File: config.mk
export PLATFORM = sky130hd
export DESIGN_NAME = tce_accum
export DESIGN_NICKNAME = d
export VERILOG_FILES = /design/src/sv/tce_pkg.sv /design/src/sv/tce_accum.sv
export SDC_FILE = /design/constraint.sdc
export NUM_CORES = 1
export LEC_CHECK = 0
export ABC_AREA = 1
export BUFFER_PORTS_ARGS = -buffer_cell sky130_fd_sc_hd__buf_4
export CAP_MARGIN = 15
export CORE_MARGIN = 1.5
export CORE_UTILIZATION = 25
export CTS_BUF_LIST = sky130_fd_sc_hd__clkbuf_8
export DETAILED_ROUTE_END_ITERATION = 7
export GPL_ROUTABILITY_DRIVEN = 0
export PLACE_DENSITY = 0.44
export SYNTH_ARGS = -nofsm -noshare
export SYNTH_HDL_FRONTEND = slang
export SYNTH_SLANG_ARGS = --single-unit
File: constraint.sdc
create_clock -name aclk -period 6 [get_ports aclk]
set_input_delay 1.2 -clock aclk [delete_from_list [all_inputs] [get_ports aclk]]
set_output_delay 1.2 -clock aclk [all_outputs]
set_load 0.01 [all_outputs]
File: src/sv/tce_pkg.sv
package tce_pkg;

    // Fixed field widths of the request and result items
    localparam int OP_BITS         = 2;
    localparam int WEIGHT_IN_BITS  = 16;
    localparam int CITY_BITS       = 6;
    localparam int SUM_BITS        = 22;

    localparam logic [SUM_BITS-1:0] SUM_MAX = {SUM_BITS{1'b1}};

    // Defaults for the top-level parameters
    localparam int MAX_CITIES_DEFAULT  = 64;
    localparam int WEIGHT_BITS_DEFAULT = 16;

    typedef enum logic [OP_BITS-1:0] {
        OP_LOAD    = 2'd0,
        OP_CITY    = 2'd1,
        OP_RESTART = 2'd2
    } op_t;

    typedef struct packed {
        logic [OP_BITS-1:0]        operation;
        logic [WEIGHT_IN_BITS-1:0] weight;
        logic [CITY_BITS-1:0]      city;
        logic                      last;
    } in_item_t;

    typedef struct packed {
        logic [SUM_BITS-1:0] tour_cost;
        logic [SUM_BITS-1:0] best_cost;
        logic                new_best;
    } out_item_t;

    // Per-request control carried down the evaluation pipeline
    typedef struct packed {
        logic tour;
        logic restart;
        logic start;
        logic last;
        logic use_edge_a;
        logic use_edge_b;
    } tce_ctl_t;

endpackage

File: src/sv/tce_accum.sv
module tce_accum #(
    parameter int WEIGHT_BITS = tce_pkg::WEIGHT_BITS_DEFAULT
) (
    input  logic                   aclk,
    input  logic                   aresetn,
    input  logic                   st1_valid,
    input  tce_pkg::tce_ctl_t      st1_ctl,
    input  logic [WEIGHT_BITS-1:0] edge_a,
    input  logic [WEIGHT_BITS-1:0] edge_b,
    output logic                   st2_ready,
    output logic                   m_valid,
    input  logic                   m_ready,
    output tce_pkg::out_item_t     m_result
);

    import tce_pkg::*;

    localparam int EB = WEIGHT_BITS + 1;
    localparam int WB = ((SUM_BITS > EB) ? SUM_BITS : EB) + 1;

    logic                st2_valid_reg;
    tce_ctl_t            st2_ctl_reg;
    logic [EB-1:0]       st2_edges_reg;

    logic                st3_valid_reg;
    logic                st3_restart_reg;
    logic [SUM_BITS-1:0] st3_cost_reg;

    logic [SUM_BITS-1:0] sum_reg, sum_next;
    logic [SUM_BITS-1:0] best_reg, best_next;
    logic                m_valid_reg;
    out_item_t           m_result_reg, m_result_next;

    logic                st3_ready, out_ready, improved;
    logic [SUM_BITS-1:0] sum_base;
    logic [WB-1:0]       sum_wide;
    logic [EB-1:0]       edges_next;

    assign out_ready = !m_valid_reg || m_ready;
    assign st3_ready = !st3_valid_reg || out_ready;
    assign st2_ready = !st2_valid_reg || st3_ready;

    // Stage 2: sum of the edges this city adds
    assign edges_next = (st1_ctl.use_edge_a ? EB'(edge_a) : EB'(0))
                      + (st1_ctl.use_edge_b ? EB'(edge_b) : EB'(0));

    // Stage 3: saturating running sum
    assign sum_base = st2_ctl_reg.start ? '0 : sum_reg;
    assign sum_wide = WB'(sum_base) + WB'(st2_edges_reg);
    assign sum_next = (sum_wide > WB'(SUM_MAX)) ? SUM_MAX : SUM_BITS'(sum_wide);

    // Stage 4: compare against the best and build the result
    assign improved = st3_cost_reg < best_reg;

    always_comb begin
        best_next = best_reg;
        if (out_ready && st3_valid_reg) begin
            if (st3_restart_reg) begin
                best_next = SUM_MAX;
            end else if (improved) begin
                best_next = st3_cost_reg;
            end
        end
        m_result_next.tour_cost = st3_cost_reg;
        m_result_next.best_cost = improved ? st3_cost_reg : best_reg;
        m_result_next.new_best  = improved;
    end

    always_ff @(posedge aclk) begin
        if (!aresetn) begin
            st2_valid_reg <= 1'b0;
            st3_valid_reg <= 1'b0;
            m_valid_reg   <= 1'b0;
            sum_reg       <= '0;
            best_reg      <= SUM_MAX;
        end else begin
            best_reg <= best_next;
            if (st2_ready) begin
                st2_valid_reg <= st1_valid;
            end
            if (st3_ready) begin
                st3_valid_reg <= st2_valid_reg
                               && ((st2_ctl_reg.tour && st2_ctl_reg.last) || st2_ctl_reg.restart);
                if (st2_valid_reg && st2_ctl_reg.tour) begin
                    sum_reg <= sum_next;
                end
            end
            if (out_ready) begin
                m_valid_reg <= st3_valid_reg && !st3_restart_reg;
            end
        end
    end

    always_ff @(posedge aclk) begin
        if (st2_ready) begin
            st2_ctl_reg   <= st1_ctl;
            st2_edges_reg <= edges_next;
        end
        if (st3_ready) begin
            st3_restart_reg <= st2_ctl_reg.restart;
            st3_cost_reg    <= sum_next;
        end
        if (out_ready) begin
            m_result_reg <= m_result_next;
        end
    end

    assign m_valid  = m_valid_reg;
    assign m_result = m_result_reg;

endmodule

==> impl_metrics.json, run 1 <==
{
  "core_um2": 31720,
  "postPlaceCellArea_um2": 9193,
  "ios": 89,
  "crit_path_start_kind": "input pin",
  "post-place-ws_ns": 2.101,
  "fin_area_um2": 9628,
  "grt_max_degree": 48,
  "drc": 0,
  "maxCapViolations": 0,
  "yosys_warnings": 0,
  "layout_min_cycle_time_ns": 3.744,
  "critPathLaunch": "m_ready",
  "cts-root-buf": "clkbuf_8",
  "crit_end": "st2_ready",
  "cts.sink_count": 136,
  "layout_common_cells": "nand2_1, inv_1, buf_4",
  "r2r-end": "m_result[1]",
  "grt_use_total": 0.1210,
  "worst-setup-path-type": "input pin to primary output",
  "holdCritPathClass": "flip-flop to flip-flop",
  "synth_nets": 1142,
  "initial_core_util": 0.2556,
  "dr.pass1.iters": 5,
  "slew_viol_final": 0,
  "htree_levels": 4,
  "first_iter_violations": 306,
  "portBuffers": 88,
  "critical_path.max_stage_delay_ns": 0.47,
  "grt_pass1_wl_um": 32350,
  "worstSkewPairLatency_ns": 0.45,
  "drt_wl_total_um": 19580,
  "postCtsHoldBufs": 0,
  "routed-via-count": 6605,
  "diodes": 0,
  "cp.depth": 8,
  "worst_slew_pin_slew_ns": 1.086,
  "ys_seq_elements": 136,
  "hold_start": "st2_ctl_reg[4]",
  "ant_nets": 0,
  "die-area_um2": 33510,
  "skew_ns": 0.01633,
  "tritoncts": "yes",
  "status": "complete, no violations",
  "syn-instance-count": 1044,
  "place_hpwl_um": 14970,
  "globalRouteOverflowTotal": 0,
  "power_density_nw_per_um2": 261.9,
  "largest_register_ffs": 45,
  "setup_violations": 0,
  "multi_input_area_um2": 3651,
  "power_leakage_nw": 5.096,
  "setup_ws_ns": 2.256,
  "rrSetupSlack_ns": 2.96,
  "r2r_cells": 10,
  "ys_types": 35,
  "reg2reg_from": "st3_cost_reg[21]",
  "seqCellArea_um2": 3613,
  "hold_violations": 0,
  "power_mw": 2.522,
  "ys_seq_area_frac": 0.4457,
  "path_clk_slew_ns": 0.08,
  "maxSlewHeadroom": 0.2741,
  "drive_gt1_frac": 0.1261,
  "ir_drop_uv": 126.7,
  "post_cts_resize_count": 0,
  "avgSynthCellArea_um2": 7.765,
  "grt_pass1_vias": 6435,
  "crit_chain": "buf_4 > nor2_1 > inv_2 > buf_4 > nor2_1 > nand2_1 > buf_4 > buf_4",
  "die_y_um": 183.1,
  "max_freq_mhz": 267.1,
  "netlist_area_um2": 8107,
  "die_w_um": 183.1,
  "cp-end-kind": "primary output",
  "worstPathMaxFanout": 47,
  "layout_commonest_cell": "nand2_1",
  "setup_tns_ns": 0,
  "num_rows": 65,
  "cts.path.max_buffers": 2,
  "via_per_inst": 4.278,
  "post-route-util": 0.3036,
  "period_share": 0.6240,
  "critPathSlowestCell": "buf_4",
  "fillers": 3457,
  "critPathMostFrequentCell": "buf_4",
  "path_delay_family": "buffers and inverters",
  "post_drt_wl_per_cell_um": 12.68,
  "cp.buffers_inverters": 5,
  "numCtsBuffers": 17,
  "syn2layout_area_growth_pct": 18.77,
  "rsz0062_at_grt": "false",
  "post_cts_buffers": 0,
  "final_nets": 1227,
  "cp.arrival_ns": 2.54,
  "cp_data_required_time_ns": 4.80,
  "antenna_found_initial": 0
}
==> synthesized netlist by cell type (all sizes together) <==
cell type | count | area (µm²)
ha | 54 | 675.7
o21bai | 1 | 7.510
nand2 | 323 | 1215
or2 | 1 | 8.760
a21oi | 76 | 380.4
fa | 2 | 40.04
dfxtp | 47 | 940.9
o31ai | 1 | 7.510
a31oi | 6 | 37.54
nor3 | 4 | 20.02
o21a | 2 | 15.01
nand3 | 76 | 427.9
nor2 | 69 | 277.8
edfxtp | 89 | 2673
xnor2 | 16 | 140.1
and2 | 2 | 12.51
o21ai | 15 | 75.07
xor2 | 9 | 78.83
clkbuf | 21 | 78.83
nand3b | 1 | 7.510
inv | 185 | 696.9
buf | 10 | 66.31
o2111ai | 1 | 8.760
nand4 | 26 | 162.7
a21boi | 2 | 15.01
a21o | 5 | 37.54
==> cell families after synthesis <==
family          share of synthesized area
buf+inv                            0.1039
flops                              0.4457
compound gates                    0.07208
simple gates                       0.2630
xor+xnor                          0.02701
fa+ha+maj                         0.08829
==> cell type report <==
cell class	instances	share of cell area
Inverter	185	0.07238
Sequential cell	136	0.3753
Clock buffer	17	0.02430
Timing Repair Buffer	97	0.07563
Clock inverter	15	0.02092
Tap cell	402	0.05224
Multi-Input combinational cell	692	0.3792
==> where the power goes <==
part	switching (mW)	internal, mW
clock	0.395	0.456
sequential	0.0635	1.14
combinational	0.267	0.205
==> layer usage <==
metal / vias to the layer above / GRT usage / wire (µm)
li1: 3519 / - / -
met4: 0 / 0.03016 / 136
met3: 9 / 0.02264 / 615
met2: 120 / 0.2018 / 8877
met5: - / 0 / 0
met1: 2957 / 0.1611 / 9948
==> stage by stage <==
step	hold slack, ns	cells
final	0.4635	1544
after global placement	0.4503	1512
after CTS	0.4681	1544
after floorplan	0.4262	1044
after detailed placement	0.4482	1512
after global routing	0.4782	1544
==> worst min path at each step <==
stage / cells past startpoint / to
3_3_place_gp: 0 / st3_restart_reg
6_report: 0 / st3_restart_reg
3_5_place_dp: 0 / st3_restart_reg
5_1_grt: 2 / m_valid
4_1_cts: 0 / st3_restart_reg
2_1_floorplan: 0 / st3_restart_reg
==> worst reg2reg max path, cell delays in order (launching register included) <==
cell and delay, ns:
edfxtp_1 0.46, ha_1 0.33, nand2_1 0.08, inv_1 0.06, nand3_1 0.15, inv_1 0.06
nand2_1 0.06, buf_4 0.28, nand3_1 0.84, nand2_1 0.33, nand2_1 0.14
(Power assumes the default switching activity.)
==> run 2: changes to the inputs <==
clock period = 3.83 ns   (was 6 ns; I/O delays follow)
==> impl_metrics.json, run 2 (synthesis gave the netlist of run 1 again) <==
{
  "status": "complete, no violations",
  "drive_gt1_frac": 0.1285,
  "path_clk_slew_ns": 0.09,
  "critPathMostFrequentCell": "nand2_1",
  "crit_path_start_kind": "flip-flop",
  "cp_data_required_time_ns": 4.01,
  "core_um2": 31720,
  "grt_use_total": 0.1242,
  "max_freq_mhz": 347.0,
  "cts.path.max_buffers": 2,
  "drt_wl_total_um": 19740,
  "ir_drop_uv": 200.6,
  "place_hpwl_um": 15000,
  "worst-setup-path-type": "flip-flop to flip-flop",
  "first_iter_violations": 353,
  "syn2layout_area_growth_pct": 18.54,
  "critPathSlowestCell": "edfxtp_1",
  "fillers": 3507,
  "worst_slew_pin_slew_ns": 1.087,
  "ant_nets": 0,
  "tritoncts": "yes",
  "ios": 89,
  "die_y_um": 183.1,
  "holdCritPathClass": "flip-flop to flip-flop",
  "postCtsHoldBufs": 0,
  "cp-end-kind": "flip-flop",
  "layout_commonest_cell": "nand2_1",
  "grt_max_degree": 47,
  "grt_pass1_vias": 6532,
  "diodes": 0,
  "maxSlewHeadroom": 0.2748,
  "power_density_nw_per_um2": 400.2,
  "cp.arrival_ns": 3.06,
  "num_rows": 65,
  "post-place-ws_ns": 0.7522,
  "via_per_inst": 4.282,
  "setup_ws_ns": 0.9483,
  "layout_common_cells": "nand2_1, inv_1, buf_4",
  "period_share": 0.7524,
  "setup_tns_ns": 0,
  "die_w_um": 183.1,
  "initial_core_util": 0.2556,
  "post_cts_buffers": 0,
  "dr.pass1.iters": 4,
  "setup_violations": 0,
  "layout_min_cycle_time_ns": 2.882,
  "antenna_found_initial": 0,
  "globalRouteOverflowTotal": 0,
  "drc": 0,
  "power_leakage_nw": 5.080,
  "htree_levels": 4,
  "final_nets": 1229,
  "portBuffers": 88,
  "post_cts_resize_count": 0,
  "cts-root-buf": "clkbuf_8",
  "grt_pass1_wl_um": 33130,
  "skew_ns": 0.01767,
  "numCtsBuffers": 17,
  "cts.sink_count": 136,
  "hold_violations": 0,
  "maxCapViolations": 0,
  "critical_path.max_stage_delay_ns": 0.74,
  "crit_chain": "nor2_1 > ha_1 > inv_1 > fa_1 > inv_1 > nand3_1 > nand2_1 > nand2_1 > nand2_1 > nand3_1 > nand3_4 > inv_4 > nand2_1",
  "largest_register_ffs": 45,
  "post_drt_wl_per_cell_um": 12.77,
  "die-area_um2": 33510,
  "worstPathMaxFanout": 32,
  "rsz0062_at_grt": "false",
  "worstSkewPairLatency_ns": 0.45,
  "slew_viol_final": 0,
  "seqCellArea_um2": 3613,
  "multi_input_area_um2": 3651,
  "routed-via-count": 6620
}
[run 2: per-stage QoR]
stage / std cells / hold WS [ns] / util / area (µm²) / power [mW]
4_1_cts: 1546 / 0.4477 / 0.3030 / 9609 / 3.915
3_3_place_gp: 1514 / 0.4548 / 0.2903 / 9208 / 2.665
5_1_grt: 1546 / 0.4534 / 0.3030 / 9609 / 4.083
2_1_floorplan: 1044 / 0.4262 / - / 8107 / 2.344
6_report: 1546 / 0.4563 / 0.3030 / 9609 / 3.845
3_5_place_dp: 1514 / 0.4455 / 0.2903 / 9208 / 2.665
[run 2: worst paths after layout]
path	start	to	slack, ns	cells past startpoint
worst max-delay path	st2_ctl_reg[3]	st3_cost_reg[10]	0.95	13
worst max register to register	st2_ctl_reg[3]	st3_cost_reg[10]	0.95	13
worst min-delay path	st2_ctl_reg[4]	st3_restart_reg	0.46	0
worst min register to register	st2_ctl_reg[4]	st3_restart_reg	0.46	0
[run 2: layout make-up]
cell class	count	area share
repair buffers	99	0.07734
well taps	402	0.05234
flip-flops and latches	136	0.3760
clock inverters	15	0.01745
inverters	185	0.07253
clock buffers	17	0.02435
multi-input cells	692	0.3799
[run 2: power breakdown]
part / leakage [nW] / switching [mW] / internal (mW) / total [mW]
sequential: 1.38 / 0.101 / 1.78 / 1.88
clock: 0.198 / 0.632 / 0.593 / 1.22
combinational: 3.50 / 0.420 / 0.321 / 0.741
total: 5.08 / 1.15 / 2.69 / 3.85
[run 2: critical path: cells and delay by family, from the launching register on]
family / cells / cell delay (ns)
DFF: 1 / 0.74
buffers and inverters: 3 / 0.46
and+or+nand+nor: 8 / 0.96
adders and majority gates: 2 / 0.42
[run 2: metal layers]
metal / GRT usage / part of all wire
met5: 0 / 0
met4: 0.03574 / 0.0087
met3: 0.02363 / 0.038
met2: 0.2102 / 0.46
met1: 0.1607 / 0.49
==> run 3: changes to the inputs <==
ABC_AREA = 0   (was 1)
PLACE_DENSITY = 0.45   (was 0.44)
clock period = 2.3 ns   (was 3.83 ns; I/O delays follow)
==> impl_metrics.json, run 3 <==
{
  "status": "finished, violations left",
  "violations": "negative setup slack",
  "rsz0062_at_grt": "true",
  "worstPathMaxFanout": 5,
  "syn-instance-count": 659,
  "layout_min_cycle_time_ns": 2.810,
  "power_leakage_nw": 4.809,
  "cts.path.max_buffers": 2,
  "synthSimpleGateAreaFrac": 0.1382,
  "tritoncts": "yes",
  "yosys_warnings": 0,
  "grt_pass1_vias": 5823,
  "seqCellArea_um2": 3613,
  "holdCritPathClass": "input pin to flip-flop",
  "worst-setup-path-type": "flip-flop to flip-flop",
  "grt_pass1_wl_um": 29550,
  "max_freq_mhz": 355.8,
  "dp.cells": 1257,
  "ys_seq_elements": 136,
  "die_w_um": 172.8,
  "crit_end": "st3_cost_reg[3]",
  "ir_drop_uv": 391.3,
  "fillers": 2838,
  "reg2reg_from": "st2_ctl_reg[3]",
  "synth_top_area_cell": "edfxtp_1",
  "first_iter_violations": 234,
  "globalRouteOverflowTotal": 0,
  "largest_register_ffs": 45,
  "ys_types": 60,
  "period_share": 1.222,
  "initial_core_util": 0.2565,
  "drc": 0,
  "diodes": 0,
  "power_density_nw_per_um2": 619.0,
  "ys_seq_area_frac": 0.5016,
  "place_hpwl_um": 12670,
  "synthTopCellsByArea": "edfxtp_1, dfxtp_1, ha_1",
  "worstSkewPairLatency_ns": 0.45,
  "die-area_um2": 29840,
  "post-route-util": 0.3803,
  "portBuffers": 88,
  "final_nets": 1033,
  "synth_compound_area_frac": 0.1573,
  "synth_common_cells": "edfxtp_1, ha_1, dfxtp_1, nor2_1, inv_1",
  "path_clk_slew_ns": 0.08,
  "multi_input_area_um2": 3881,
  "setup_violations": 88,
  "finalNonFillerCells": 1326,
  "worst_slew_pin_slew_ns": 0.5650,
  "grt_use_total": 0.1237,
  "skew_ns": 0.01321,
  "via_per_inst": 4.298,
  "critPathLaunch": "st2_ctl_reg[3]",
  "r2r-end": "st3_cost_reg[3]",
  "synthAdderAreaFrac": 0.09934,
  "synth_mux_area_frac": 0.03578,
  "hold_violations": 0,
  "postCtsHoldBufs": 0,
  "drive_gt1_frac": 0.4557,
  "syn2layout_area_growth_pct": 48.26,
  "cp.arrival_ns": 3.01,
  "post_drt_wl_per_cell_um": 13.57,
  "synth_top_flop_cell": "edfxtp_1",
  "synth_nets": 757,
  "r2r_cells": 11,
  "layout_common_cells": "buf_4, edfxtp_1, dfxtp_1",
  "maxCapViolations": 0,
  "slew_viol_final": 0,
  "async_flop_share": 0,
  "drt_wl_total_um": 18000,
  "netlist_area_um2": 7204,
  "ios": 89,
  "cp_data_required_time_ns": 2.50,
  "cts.sink_count": 136,
  "synth_top_area_share": 0.3710,
  "synth_edf_count": 89,
  "rrSetupSlack_ns": -0.51,
  "crit_path_start_kind": "flip-flop",
  "dr.pass1.iters": 5,
  "ant_nets": 0,
  "routed-via-count": 5699,
  "setup_ws_ns": -0.5102,
  "cts-root-buf": "clkbuf_8",
  "avgSynthCellArea_um2": 10.93,
  "htree_levels": 4,
  "antenna_found_initial": 0,
  "maxSlewHeadroom": 0.6234,
  "synth_most_common_cell": "edfxtp_1",
  "numCtsBuffers": 17,
  "synth_top_family_by_area": "compound AO/OA/AOI/OAI gates",
  "layout_commonest_cell": "buf_4",
  "num_rows": 61,
  "die_y_um": 172.8,
  "core_um2": 28090,
  "cp-end-kind": "flip-flop",
  "synthXorXnorAreaFrac": 0.03282,
  "grt_max_degree": 47
}
run 3: cell types whose count changed after synthesis, moves of 12 or more:
cell      previous run  this run
nand3_1             68        11
nand2_1            322        33
nand2b_1             0        12
mux2_2               0        22
nor2b_1              0        19
a21oi_1             76        35
inv_1              180        41
or2_2                0        12
nand4_1             26         5
nor2_1              67        43
o22a_1               0        22
nor3_1               4        20
and2_1               2        30
run 3: worst min-delay path by stage:
stage	startpoint	endpoint	cells past startpoint
after floorplan	st2_ctl_reg[4]	st3_restart_reg	0
after global placement	st2_ctl_reg[4]	st3_restart_reg	0
after detailed placement	st2_ctl_reg[4]	st3_restart_reg	0
after CTS	st1_ctl[5]	st2_ctl_reg[5]	1
after global routing	st1_ctl[5]	st2_ctl_reg[5]	1
final	st1_ctl[2]	st2_ctl_reg[2]	1
run 3: cells by family (layout without fill, tap and decap cells):
kind of cell | count (synthesis) | after routing
buf+inv | 62 | 346
compound gates | 161 | 161
flops | 136 | 136
mux | 23 | 23
xor+xnor | 27 | 27
simple gates | 194 | 199
fa+ha+maj | 56 | 56
run 3: area by class of cell:
class	instances	share of cell area
inverter	42	0.01476
timing repair buffer	272	0.2017
clock buffer	17	0.02190
sequential	136	0.3383
tap	378	0.04428
multi-input combinational	466	0.3634
clock inverter	15	0.01570
run 3: where the power goes:
group	total, mW	internal, mW	switching (mW)
Combinational	1.53	0.860	0.672
Sequential	3.03	2.92	0.116
Clock	2.05	0.994	1.05
run 3: repair_timing:
item                                    4_1_cts  5_1_grt
pin swaps                                    24       10
endpoints found under the setup margin       88       91
endpoints found under the hold margin         0        0
setup buffers                                23        7
cloned                                        8        1
gates resized for setup                      63       41
run 3: through the flow:
| stage | instance area, µm² | setup TNS (ns) | hold slack (ns) | setup WS, ns | power [mW] |
|---|---|---|---|---|---|
| floorplan | 7460 | -29.96 | 0.4284 | -0.5330 | 3.763 |
| global placement | 9568 | -39.96 | 0.4432 | -0.5564 | 4.522 |
| detailed placement | 9568 | -41.77 | 0.4421 | -0.6032 | 4.522 |
| CTS | 10490 | -35.53 | 0.1837 | -0.4819 | 6.648 |
| global route | 10680 | -42.18 | 0.1847 | -0.6410 | 6.961 |
| finish | 10680 | -34.60 | 0.2055 | -0.5102 | 6.612 |
run 3: per-layer routing:
metal	GRT usage	routed length (µm)
met4	0.03587	229
met1	0.1647	8784
met3	0.02419	667
met5	0	0
met2	0.2033	8316
run 3: critical path, cell delays in order (launching register included):
cell and delay, ns:
edfxtp_1 0.42, buf_6 0.15, buf_6 0.11, nor2b_1 0.11, ha_1 0.27, o21a_1 0.19
o31a_1 0.14, o311ai_4 0.38, o2111ai_4 0.19, buf_6 0.17, and4_4 0.20, or2_4 0.24
