$ cat src/sv/tce_pkg.sv
package tce_pkg;

    // Fixed field widths of the request and result items
    localparam int OP_BITS         = 2;
    localparam int WEIGHT_IN_BITS  = 16;
    localparam int CITY_BITS       = 6;
    localparam int SUM_BITS        = 22;

    localparam logic [SUM_BITS-1:0] SUM_MAX = {SUM_BITS{1'b1}};

    // Defaults for the top-level parameters
    localparam int MAX_CITIES_DEFAULT  = 64;
    localparam int WEIGHT_BITS_DEFAULT = 16;

    typedef enum logic [OP_BITS-1:0] {
        OP_LOAD    = 2'd0,
        OP_CITY    = 2'd1,
        OP_RESTART = 2'd2
    } op_t;

    typedef struct packed {
        logic [OP_BITS-1:0]        operation;
        logic [WEIGHT_IN_BITS-1:0] weight;
        logic [CITY_BITS-1:0]      city;
        logic                      last;
    } in_item_t;

    typedef struct packed {
        logic [SUM_BITS-1:0] tour_cost;
        logic [SUM_BITS-1:0] best_cost;
        logic                new_best;
    } out_item_t;

    // Per-request control carried down the evaluation pipeline
    typedef struct packed {
        logic tour;
        logic restart;
        logic start;
        logic last;
        logic use_edge_a;
        logic use_edge_b;
    } tce_ctl_t;

endpackage

$ cat src/sv/tce_front.sv
module tce_front #(
    parameter int MAX_CITIES  = tce_pkg::MAX_CITIES_DEFAULT,
    parameter int WEIGHT_BITS = tce_pkg::WEIGHT_BITS_DEFAULT,
    parameter int ADDR_BITS   = 2 * $clog2(MAX_CITIES)
) (
    input  logic                   aclk,
    input  logic                   aresetn,
    input  logic                   s_valid,
    output logic                   s_ready,
    input  tce_pkg::in_item_t      s_item,
    input  logic                   st2_ready,
    output logic                   rd_en,
    output logic [ADDR_BITS-1:0]   rd_addr_a,
    output logic [ADDR_BITS-1:0]   rd_addr_b,
    output logic                   wr_en,
    output logic [ADDR_BITS-1:0]   wr_addr,
    output logic [WEIGHT_BITS-1:0] wr_data,
    output logic                   st1_valid,
    output tce_pkg::tce_ctl_t      st1_ctl
);

    import tce_pkg::*;

    localparam int CB = ADDR_BITS / 2;
    localparam int PB = $clog2(MAX_CITIES + 1);
    localparam logic [PB-1:0] PTR_LIMIT = PB'(MAX_CITIES);

    // Lower-triangular address: larger index selects the row
    function automatic logic [ADDR_BITS-1:0] pair_addr(
        input logic [CITY_BITS-1:0] a,
        input logic [CITY_BITS-1:0] b
    );
        logic [CITY_BITS-1:0] hi;
        logic [CITY_BITS-1:0] lo;
        hi = (a > b) ? a : b;
        lo = (a > b) ? b : a;
        return {CB'(hi), CB'(lo)};
    endfunction

    function automatic logic pair_in_range(
        input logic [CITY_BITS-1:0] a,
        input logic [CITY_BITS-1:0] b
    );
        return (32'(a) < 32'(MAX_CITIES)) && (32'(b) < 32'(MAX_CITIES));
    endfunction

    logic                 in_tour_reg, in_tour_next;
    logic [CITY_BITS-1:0] first_city_reg, first_city_next;
    logic [CITY_BITS-1:0] prev_city_reg, prev_city_next;
    logic [PB-1:0]        row_reg, row_next;
    logic [PB-1:0]        col_reg, col_next;
    logic                 st1_valid_reg;
    tce_ctl_t             st1_ctl_reg;

    logic                 accept;
    logic                 is_load, is_city, is_restart;
    logic [CITY_BITS-1:0] first_eff;
    tce_ctl_t             ctl;

    assign s_ready    = !st1_valid_reg || st2_ready;
    assign accept     = s_valid && s_ready;
    assign is_load    = (s_item.operation == OP_LOAD);
    assign is_city    = (s_item.operation == OP_CITY);
    assign is_restart = (s_item.operation == OP_RESTART);

    assign first_eff  = in_tour_reg ? first_city_reg : s_item.city;

    assign rd_en      = s_ready;
    assign rd_addr_a  = pair_addr(prev_city_reg, s_item.city);
    assign rd_addr_b  = pair_addr(s_item.city, first_eff);

    assign wr_data    = WEIGHT_BITS'(s_item.weight);
    assign wr_addr    = {CB'(row_reg), CB'(col_reg)};
    assign wr_en      = accept && is_load && (row_reg < PTR_LIMIT) && (col_reg < PTR_LIMIT);

    always_comb begin
        ctl.tour       = is_city;
        ctl.restart    = is_restart;
        ctl.start      = !in_tour_reg;
        ctl.last       = s_item.last;
        ctl.use_edge_a = in_tour_reg && pair_in_range(prev_city_reg, s_item.city);
        ctl.use_edge_b = s_item.last && pair_in_range(s_item.city, first_eff);
    end

    always_comb begin
        in_tour_next    = in_tour_reg;
        first_city_next = first_city_reg;
        prev_city_next  = prev_city_reg;
        row_next        = row_reg;
        col_next        = col_reg;
        if (accept && is_city) begin
            in_tour_next    = !s_item.last;
            first_city_next = first_eff;
            prev_city_next  = s_item.city;
        end
        if (accept && is_load) begin
            if (wr_data == '0) begin
                // diagonal closes the row
                if (row_reg < PTR_LIMIT) begin
                    row_next = row_reg + PB'(1);
                end
                col_next = '0;
            end else if (col_reg < PTR_LIMIT) begin
                col_next = col_reg + PB'(1);
            end
        end
        if (accept && is_restart) begin
            row_next = '0;
            col_next = '0;
        end
    end

    always_ff @(posedge aclk) begin
        if (!aresetn) begin
            in_tour_reg    <= 1'b0;
            first_city_reg <= '0;
            prev_city_reg  <= '0;
            row_reg        <= '0;
            col_reg        <= '0;
            st1_valid_reg  <= 1'b0;
        end else begin
            in_tour_reg    <= in_tour_next;
            first_city_reg <= first_city_next;
            prev_city_reg  <= prev_city_next;
            row_reg        <= row_next;
            col_reg        <= col_next;
            if (s_ready) begin
                st1_valid_reg <= accept && (is_city || is_restart);
            end
        end
    end

    always_ff @(posedge aclk) begin
        if (s_ready) begin
            st1_ctl_reg <= ctl;
        end
    end

    assign st1_valid = st1_valid_reg;
    assign st1_ctl   = st1_ctl_reg;

endmodule

$ cat config.mk
export PLATFORM = sky130hd
export DESIGN_NAME = tce_front
export DESIGN_NICKNAME = d
export VERILOG_FILES = /design/src/sv/tce_pkg.sv /design/src/sv/tce_front.sv
export SDC_FILE = /design/constraint.sdc
export NUM_CORES = 1
export LEC_CHECK = 0
export ABC_AREA = 1
export BUFFER_PORTS_ARGS = -buffer_cell sky130_fd_sc_hd__clkbuf_2
export CORE_MARGIN = 4
export CORE_UTILIZATION = 40
export CTS_CLUSTER_SIZE = 40
export DETAILED_ROUTE_END_ITERATION = 16
export HOLD_SLACK_MARGIN = 0.15
export PLACE_DENSITY_LB_ADDON = 0.12
export SETUP_SLACK_MARGIN = 0.5
export SLEW_MARGIN = 20
export SYNTH_ARGS = -nofsm -noshare
export SYNTH_HDL_FRONTEND = slang
export SYNTH_SLANG_ARGS = --single-unit
$ cat constraint.sdc
create_clock -name aclk -period 4.1 [get_ports aclk]
set_input_delay 0 -clock aclk [delete_from_list [all_inputs] [get_ports aclk]]
set_output_delay 0 -clock aclk [all_outputs]
set_load 0.02 [all_outputs]
==> impl_metrics.tcl, run 1 <==
set metrics [dict create \
    firstDrtPassIters 4 \
    postRouteAntennaNets 0 \
    io_pins 91 \
    grt_usage_pct 15.8 \
    hold_viol_final 0 \
    start_util_pct 41.3 \
    worst_pin_slew_ps 894 \
    slowest_delay_ps 640 \
    cts_tree "done" \
    r2r_slack_ps 2320 \
    synthFlopType "dfxtp_1" \
    maxSlewViolCount 0 \
    clockBufferDepth 2 \
    p_leak_nw 1.50 \
    synth_nets 390 \
    ys_top_cells_by_area "dfxtp_1 (23%), nand2_1 (11%), buf_4 (9.5%)" \
    seqPwrFrac_pct 38.8 \
    place_area_mm2 0.00272 \
    cp_num_buf_inv 3 \
    final_net_count 462 \
    crit_path_start_kind "flip-flop" \
    syn_area_mm2 0.00246 \
    hold_class "in2reg" \
    vias_per_cell 4.63 \
    stdcell_count 492 \
    drtIter0Drc 50 \
    rows 28 \
    drt_wl_total_um 5610 \
    die-area_mm2 0.00746 \
    gp_congestion 0.751 \
    synth_top_cell_area_share_pct 22.8 \
    critPathTopFamily "simple AND/OR/NAND/NOR gates" \
    p_per_area_mw_per_mm2 306 \
    tns_ps 0 \
    drive_gt1_share_pct 31.2 \
    fp.dieW_um 86.4 \
    rsz0062_at_grt "false" \
    cts.repair.resized 0 \
    clk_latency_ps 280 \
    h-tree-depth 2 \
    synth-edff-count 5 \
    n_fill_cell 625 \
    finalSetupViolCount 0 \
    path_cells "nand2_1 > o21a_1 > inv_1 > ha_1 > nand2_1 > inv_1 > o21bai_1 > nand3_1 > nand2_2 > nand2_1 > o21ai_2 > clkbuf_2" \
    post_drt_wl_per_cell_um 11.4 \
    post-dp-hpwl_um 4340 \
    worst_setup_path_end_kind "output pin" \
    fin_crit_sh_pct 68.5 \
    post-route-min-period_ps 2810 \
    cts-root-buf "clkbuf_8" \
    worst_hold_slack_ps 169 \
    netlist_instances 344 \
    synth_area_leader_cell "dfxtp_1" \
    fin_skew_ps 9.63 \
    max_slew_margin_pct 40.3 \
    grt_pass1_vias 2212 \
    seq_area_frac_synth_pct 28.9 \
    synth_cell_types 28 \
    irDropWorstVdd_mv 0.150 \
    p_int_mw 0.575 \
    antenna_found_initial 0 \
    yosysWarnings 0 \
    clock.fmax_ghz 0.356 \
    synth_common_cells "nand2_1 (71), inv_1 (41), buf_4 (31), dfxtp_1 (28), nor2_1 (26)" \
    n_antenna_cell 0 \
    drc 0 \
    cp_max_fo 23 \
    status "complete, no violations" \
    fin_area_mm2 0.00294 \
    finalPower_mw 0.899 \
    power.switching_mw 0.324 \
    p_sw_share_pct 36.0 \
    comb_power_share_pct 31.8 \
    via_count 2279 \
    slowest_stage "dfxtp_1" \
    grt-ovfl-total 0 \
    crit_path_frequent_cell "nand2_1" \
    syn_area_per_cell_um2 7.15 \
    synth_seq_cells 33 \
    cts_num_sinks 33 \
    ys_async_sr_fraction_pct 0 \
    grt_max_degree 27 \
    dp_cells 471 \
    maxCapViolations 0 \
    yosysMostFrequentCell "nand2_1" \
    die-height_um 86.4 \
    critPathArrivalTime_ps 2810 \
    worstSetupPathType "reg2out" \
    clkPwrFrac_pct 29.4 \
    cp.required_ps 4100 \
    coreArea_mm2 0.00596 \
    path_clk_slew_ps 80 \
    synthToLayoutAreaGrowth_pct 19.7 \
    cts_inserted_buffers 5 \
    portBuffers 90 \
    grt_pass1_wl_um 9710 \
]
[metrics by stage]
step / setup WS (ps) / util, %
after floorplan: 2250 / -
after global placement: 1670 / 45.7
after detailed placement: 1630 / 45.7
after CTS: 1270 / 49.4
after global routing: 986 / 49.4
final: 1290 / 49.4
[logic make-up after synthesis]
kind of cell	synth area share (%)
compound gates	18.2
buf+inv	18.6
flops	28.9
xor+xnor	1.78
simple gates	23.9
fa+ha+maj	8.65
[per-layer routing]
metal	vias to the layer above	global-route usage (%)	part of all wire [%]	routed length, um
met5	-	0	0	0
met4	0	3.40	0.55	31
met3	4	3.33	4.0	224
met2	38	29.6	52	2900
met1	1015	18.3	44	2460
li1	1222	-	-	-
[final timing paths]
kind / from / end / cells past startpoint
max: in_tour_reg$_SDFFE_PN0P_ / rd_addr_b[10] / 12
min: aresetn / first_city_reg[4]$_SDFFE_PN0P_ / 3
max reg2reg: st1_valid$_SDFFE_PN0N_ / prev_city_reg[3]$_SDFFE_PN0P_ / 4
min reg2reg: first_city_reg[0]$_SDFFE_PN0P_ / first_city_reg[0]$_SDFFE_PN0P_ / 2
[layout by cell type (no fill, tap or decap)]
cell type	instances
inv_2	5
nor2_8	1
xnor2_1	2
clkbuf_1	1
o21a_1	3
o21bai_1	2
clkinvlp_4	1
clkbuf_8	6
dfxtp_1	28
clkbuf_2	90
xor2_1	3
nor2_1	26
nand2_4	2
nor2_2	3
a31oi_1	1
o21ai_0	24
o21ai_1	5
inv_1	41
nor2_4	2
nand3_2	2
edfxtp_1	5
ha_1	17
nand2_1	71
dlygate4sd3_1	13
a21oi_1	24
nand2_2	3
nand3_1	20
o21ai_2	15
a21boi_0	1
[layout make-up]
class	instances	area [um^2]	area share (%)
Timing Repair Buffer	103	581	19.7
Sequential cell	33	711	24.1
Inverter	46	173	5.87
Clock buffer	7	86.3	2.93
Tap cell	75	93.8	3.19
Multi-Input combinational cell	227	1290	43.9
Clock inverter	1	7.51	0.255
[worst min-delay path, cell delays in order]
cell      delay (ps)
clkbuf_2         230
o21ai_0          130
a21oi_1           40
[power groups by stage]
stage | clock network (mW) | logic [mW] | registers (mW)
floorplan | 0 | 0.207 | 0.359
global placement | 0 | 0.277 | 0.356
detailed placement | 0 | 0.278 | 0.356
CTS | 0.272 | 0.290 | 0.349
global route | 0.285 | 0.318 | 0.351
finish | 0.264 | 0.286 | 0.349
[what timing repair did]
item,CTS,global route
hold buffers,13,0
endpoints found under the hold margin,16,0
buffers inserted,0,0
Note: power is estimated with default switching activity, not from simulation.
==> inputs of run 2 (changes only) <==
clock period = 2.4 ns   (was 4.1 ns; I/O delays follow)
==> impl_metrics.tcl, run 2 (same netlist as run 1, synthesis figures left out) <==
set metrics [dict create \
    status "complete, no violations" \
    clock.fmax_ghz 0.464 \
    cp_max_fo 7 \
    path_cells "buf_6 > o21a_1 > inv_2 > ha_4 > nand2_2 > o21bai_2 > nand3_4 > nand2_4 > o21ai_2 > clkbuf_8" \
    grt_usage_pct 17.6 \
    cp.required_ps 2400 \
    n_fill_cell 545 \
    fin_crit_sh_pct 89.9 \
    finalSetupViolCount 0 \
    multi_input_area_mm2 0.00164 \
    use_met1_pct 20.2 \
    irDropWorstVdd_mv 0.328 \
    grt_max_degree 26 \
    worst_pin_slew_ps 459 \
    fin_skew_ps 2.56 \
    p_leak_nw 1.64 \
    post-route-min-period_ps 2160 \
    drc 0 \
    postRouteAntennaNets 0 \
    die-height_um 86.4 \
    critPathArrivalTime_ps 2160 \
    io_pins 91 \
    vias_per_cell 4.82 \
    final-seq-area_um2 719 \
    grt-ovfl-total 0 \
    cts-root-buf "clkbuf_8" \
    clkPwrFrac_pct 24.6 \
    cts_num_sinks 33 \
    maxSlewViolCount 0 \
    via_count 2447 \
    h-tree-depth 2 \
    grt_pass1_vias 2373 \
    met3_usage_pct 3.99 \
    cts_tree "done" \
    p_int_mw 1.08 \
    setup_ws_ps 243 \
    fp.dieW_um 86.4 \
    clk_latency_ps 290 \
    slowest_stage "dfxtp_4" \
    p_sw_share_pct 37.8 \
    final_common_cell "clkbuf_2" \
    synthToLayoutAreaGrowth_pct 41.4 \
    seqPwrFrac_pct 34.3 \
    layout_common_cells "clkbuf_2 (66), nand2_1 (63), inv_1 (38)" \
    cts_inserted_buffers 5 \
    gp_congestion 0.754 \
    post-place-ws_ps -21.4 \
    grt_pass1_wl_um 10600 \
    grt.busiest_layer "met2" \
    comb_power_share_pct 41.1 \
    hold_class "in2reg" \
    clockBufferDepth 2 \
    drt_wl_total_um 6760 \
    worst_setup_path_end_kind "output pin" \
    firstDrtPassIters 4 \
    coreArea_mm2 0.00596 \
    drive_gt1_share_pct 43.2 \
    maxCapViolations 0 \
    post_drt_wl_per_cell_um 13.3 \
    hold_viol_final 0 \
    portBuffers 90 \
    slowest_delay_ps 390 \
    rsz0062_at_grt "true" \
    power.switching_mw 0.656 \
    final_net_count 478 \
    n_antenna_cell 0 \
    max_slew_margin_pct 69.4 \
    post-dp-hpwl_um 4370 \
    start_util_pct 41.3 \
    rows 28 \
    p_per_area_mw_per_mm2 499 \
    use_met2_pct 32.2 \
    antenna_found_initial 0 \
    tns_ps 0 \
    worstSetupPathType "reg2out" \
    crit_path_start_kind "flip-flop" \
    drtIter0Drc 46 \
    die-area_mm2 0.00746 \
    path_clk_slew_ps 70 \
]
-- run 2: changes by cell type in the layout (fill, tap and decap cells not counted), sizes merged --
| cell | change |
|---|---|
| clkinv | +2 |
| clkbuf | -17 |
| nand2 | +6 |
| dlygate4sd3 | -1 |
| buf | +26 |
-- run 2: timing repair --
| action | 4_1_cts | 5_1_grt |
|---|---|---|
| gates cloned | 3 | 3 |
| gates resized for setup | 59 | 56 |
| buffers inserted | 6 | 2 |
| endpoints found under the hold margin | 15 | 0 |
| setup endpoints to repair | 24 | 37 |
| hold buffers | 12 | 0 |
| pin swaps | 13 | 9 |
-- run 2: worst paths after layout --
check | startpoint | end | slack, ps | depth (start not counted)
max | in_tour_reg$_SDFFE_PN0P_ | rd_addr_b[1] | 240 | 10
min | s_item[2] | prev_city_reg[1]$_SDFFE_PN0P_ | 160 | 3
max reg2reg | st1_valid$_SDFFE_PN0N_ | row_reg[1]$_SDFFE_PP0P_ | 1010 | 6
min reg2reg | first_city_reg[0]$_SDFFE_PN0P_ | first_city_reg[0]$_SDFFE_PN0P_ | 450 | 2
-- run 2: cell type report --
type	instances	area share (%)
Clock buffer	5	1.98
Clock inverter	3	0.504
Inverter	46	4.97
Multi-Input combinational cell	233	47.2
Sequential cell	33	20.7
Tap cell	75	2.70
Timing Repair Buffer	113	22.0
-- run 2: power by group through the flow --
stage	clock, mW	sequential (mW)	combinational, mW
6_report	0.427	0.595	0.713
5_1_grt	0.467	0.598	0.768
2_1_floorplan	0	0.614	0.354
3_5_place_dp	0	0.608	0.481
3_3_place_gp	0	0.608	0.479
4_1_cts	0.440	0.594	0.651
-- run 2: routing by layer --
metal / wire [um] / vias up / share of wire, %
met3: 286 / 16 / 4.2
met4: 146 / 0 / 2.2
met1: 2850 / 1110 / 42
met2: 3480 / 55 / 51
met5: 0 / - / 0
li1: - / 1266 / -
-- run 2: worst max-delay path, delay by kind of cell, from the launching register on --
kind / cells / cell delay, ps
buf+inv: 3 / 360
compound gates: 3 / 510
flops: 1 / 390
simple gates: 3 / 350
fa+ha+maj: 1 / 260
-- run 2: per-stage QoR --
stage	util [%]	hold slack, ps	instances	instance area, um^2	total power, mW
after floorplan	-	98.9	344	2460	0.968
after global placement	46.0	196	474	2740	1.09
after detailed placement	46.0	200	474	2740	1.09
after CTS	55.1	157	503	3280	1.68
after global routing	58.4	185	508	3480	1.83
final	58.4	159	508	3480	1.74
==> inputs of run 3 (changes only) <==
RECOVER_POWER = 100   (was default)
==> impl_metrics.tcl, run 3 (same netlist as run 1, synthesis figures left out) <==
set metrics [dict create \
    status "complete, no violations" \
    grt_pass1_wl_um 10600 \
    post-place-ws_ps -21.4 \
    finalSetupViolCount 0 \
    fin_skew_ps 3.66 \
    grt_usage_pct 17.6 \
    post_drt_wl_per_cell_um 13.4 \
    maxCapViolations 0 \
    via_count 2456 \
    clockBufferDepth 2 \
    holdPathStages 3 \
    final_net_count 478 \
    synthToLayoutAreaGrowth_pct 36.9 \
    fin_crit_sh_pct 93.8 \
    start_util_pct 41.3 \
    cts-root-buf "clkbuf_8" \
    grt_max_degree 26 \
    n_fill_cell 571 \
    portBuffers 90 \
    worst_setup_path_end_kind "output pin" \
    die-area_mm2 0.00746 \
    cts_inserted_buffers 5 \
    coreArea_mm2 0.00596 \
    setup_ws_ps 148 \
    clk_latency_ps 290 \
    cts_num_sinks 33 \
    n_antenna_cell 0 \
    comb_power_share_pct 40.5 \
    gp_congestion 0.754 \
    seqPwrFrac_pct 34.5 \
    slowest_delay_ps 350 \
    crit_path_start_kind "flip-flop" \
    power.switching_mw 0.654 \
    post-route-min-period_ps 2250 \
    drc 0 \
    path_clk_slew_ps 70 \
    firstDrtPassIters 4 \
    p_leak_nw 1.46 \
    critPathArrivalTime_ps 2250 \
    h-tree-depth 2 \
    p_per_area_mw_per_mm2 512 \
    postRouteAntennaNets 0 \
    cp.required_ps 2400 \
    drtIter0Drc 62 \
    grt-ovfl-total 0 \
    p_sw_share_pct 38.0 \
    worstSetupPathType "reg2out" \
    crit_path_frequent_cell "nand2_1" \
    fp.dieW_um 86.4 \
    cts_tree "done" \
    grt_pass1_vias 2373 \
    worst-path-stages 8 \
    p_int_mw 1.07 \
    die-height_um 86.4 \
    rsz0062_at_grt "true" \
    maxSlewViolCount 0 \
    clock.fmax_ghz 0.444 \
    final_core_util_pct 56.5 \
    hold_viol_final 0 \
    vias_per_cell 4.83 \
    path_cells "ha_1 > nand2_2 > o21bai_2 > nand3_1 > nand2_1 > nand2_1 > o21ai_2 > buf_4" \
    rows 28 \
    cp_num_buf_inv 1 \
    post-dp-hpwl_um 4370 \
    layout_common_cells "nand2_1 (65), clkbuf_1 (41), inv_1 (38)" \
    clkPwrFrac_pct 24.9 \
    worst_hold_slack_ps 141 \
    antenna_found_initial 0 \
    io_pins 91 \
    cp_max_fo 6 \
    irDropWorstVdd_mv 0.328 \
    drive_gt1_share_pct 31.4 \
    final_common_cell "nand2_1" \
    reg2regPathDepth 8 \
    max_slew_margin_pct 62.7 \
    hold_class "in2reg" \
    slowest_stage "nand3_1" \
    worst_pin_slew_ps 555 \
    drt_wl_total_um 6810 \
    critPathTopFamily "simple AND/OR/NAND/NOR gates" \
]
## run 3: power groups by stage
| stage | logic [mW] | clock network, mW | registers (mW) |
|---|---|---|---|
| 4_1_cts | 0.651 | 0.440 | 0.594 |
| 2_1_floorplan | 0.354 | 0 | 0.614 |
| 3_5_place_dp | 0.481 | 0 | 0.608 |
| 3_3_place_gp | 0.479 | 0 | 0.608 |
| 6_report | 0.698 | 0.429 | 0.595 |
| 5_1_grt | 0.753 | 0.467 | 0.597 |
## run 3: worst paths after layout
check	startpoint	endpoint	slack [ps]
worst max register to register	st1_valid$_SDFFE_PN0N_	row_reg[0]$_SDFFE_PP0P_	450
worst min-delay path	aresetn	in_tour_reg$_SDFFE_PN0P_	140
worst min register to register	first_city_reg[0]$_SDFFE_PN0P_	first_city_reg[0]$_SDFFE_PN0P_	450
worst max-delay path	prev_city_reg[4]$_SDFFE_PN0P_	rd_addr_a[5]	150
## run 3: area by class of cell
type                       instances  area (um^2)  share of cell area, %
multi-input combinational        233         1580                   47.0
timing repair buffer             113          712                   21.2
tap                               75         93.8                   2.79
sequential                        33          719                   21.4
inverter                          46          173                   5.13
clock buffer                       5         68.8                   2.04
clock inverter                     3         17.5                  0.520
## run 3: worst reg2reg max path, cell delays in order (launching register included)
cell      delay, ps
dfxtp_1         310
nand2_1         330
nand3_1         250
nor2_1          190
clkinv_1        110
nor2_1          450
nand2_1         100
nand2_1          80
nor2_1           40
## run 3: metrics by stage
step	power, mW	setup TNS [ps]	cell area, um^2	std cells
2_1_floorplan	0.968	0	2460	344
3_3_place_gp	1.09	0	2740	474
3_5_place_dp	1.09	-21.4	2740	474
4_1_cts	1.68	0	3280	503
5_1_grt	1.82	0	3370	508
6_report	1.72	0	3370	508
## run 3: layer usage
metal	track usage [%]	wire, um	vias up
li1	-	-	1269
met1	20.2	2880	1114
met2	32.2	3480	57
met3	3.99	302	16
met4	5.67	145	0
met5	0	0	-
## run 3: what timing repair did
action / in CTS / in global routing
pin swaps: 13 / 9
endpoints found under the hold margin: 15 / 0
buffers inserted: 6 / 2
cloned: 3 / 3
hold buffers: 12 / 0
setup endpoints to repair: 24 / 37
gates resized for setup: 59 / 56
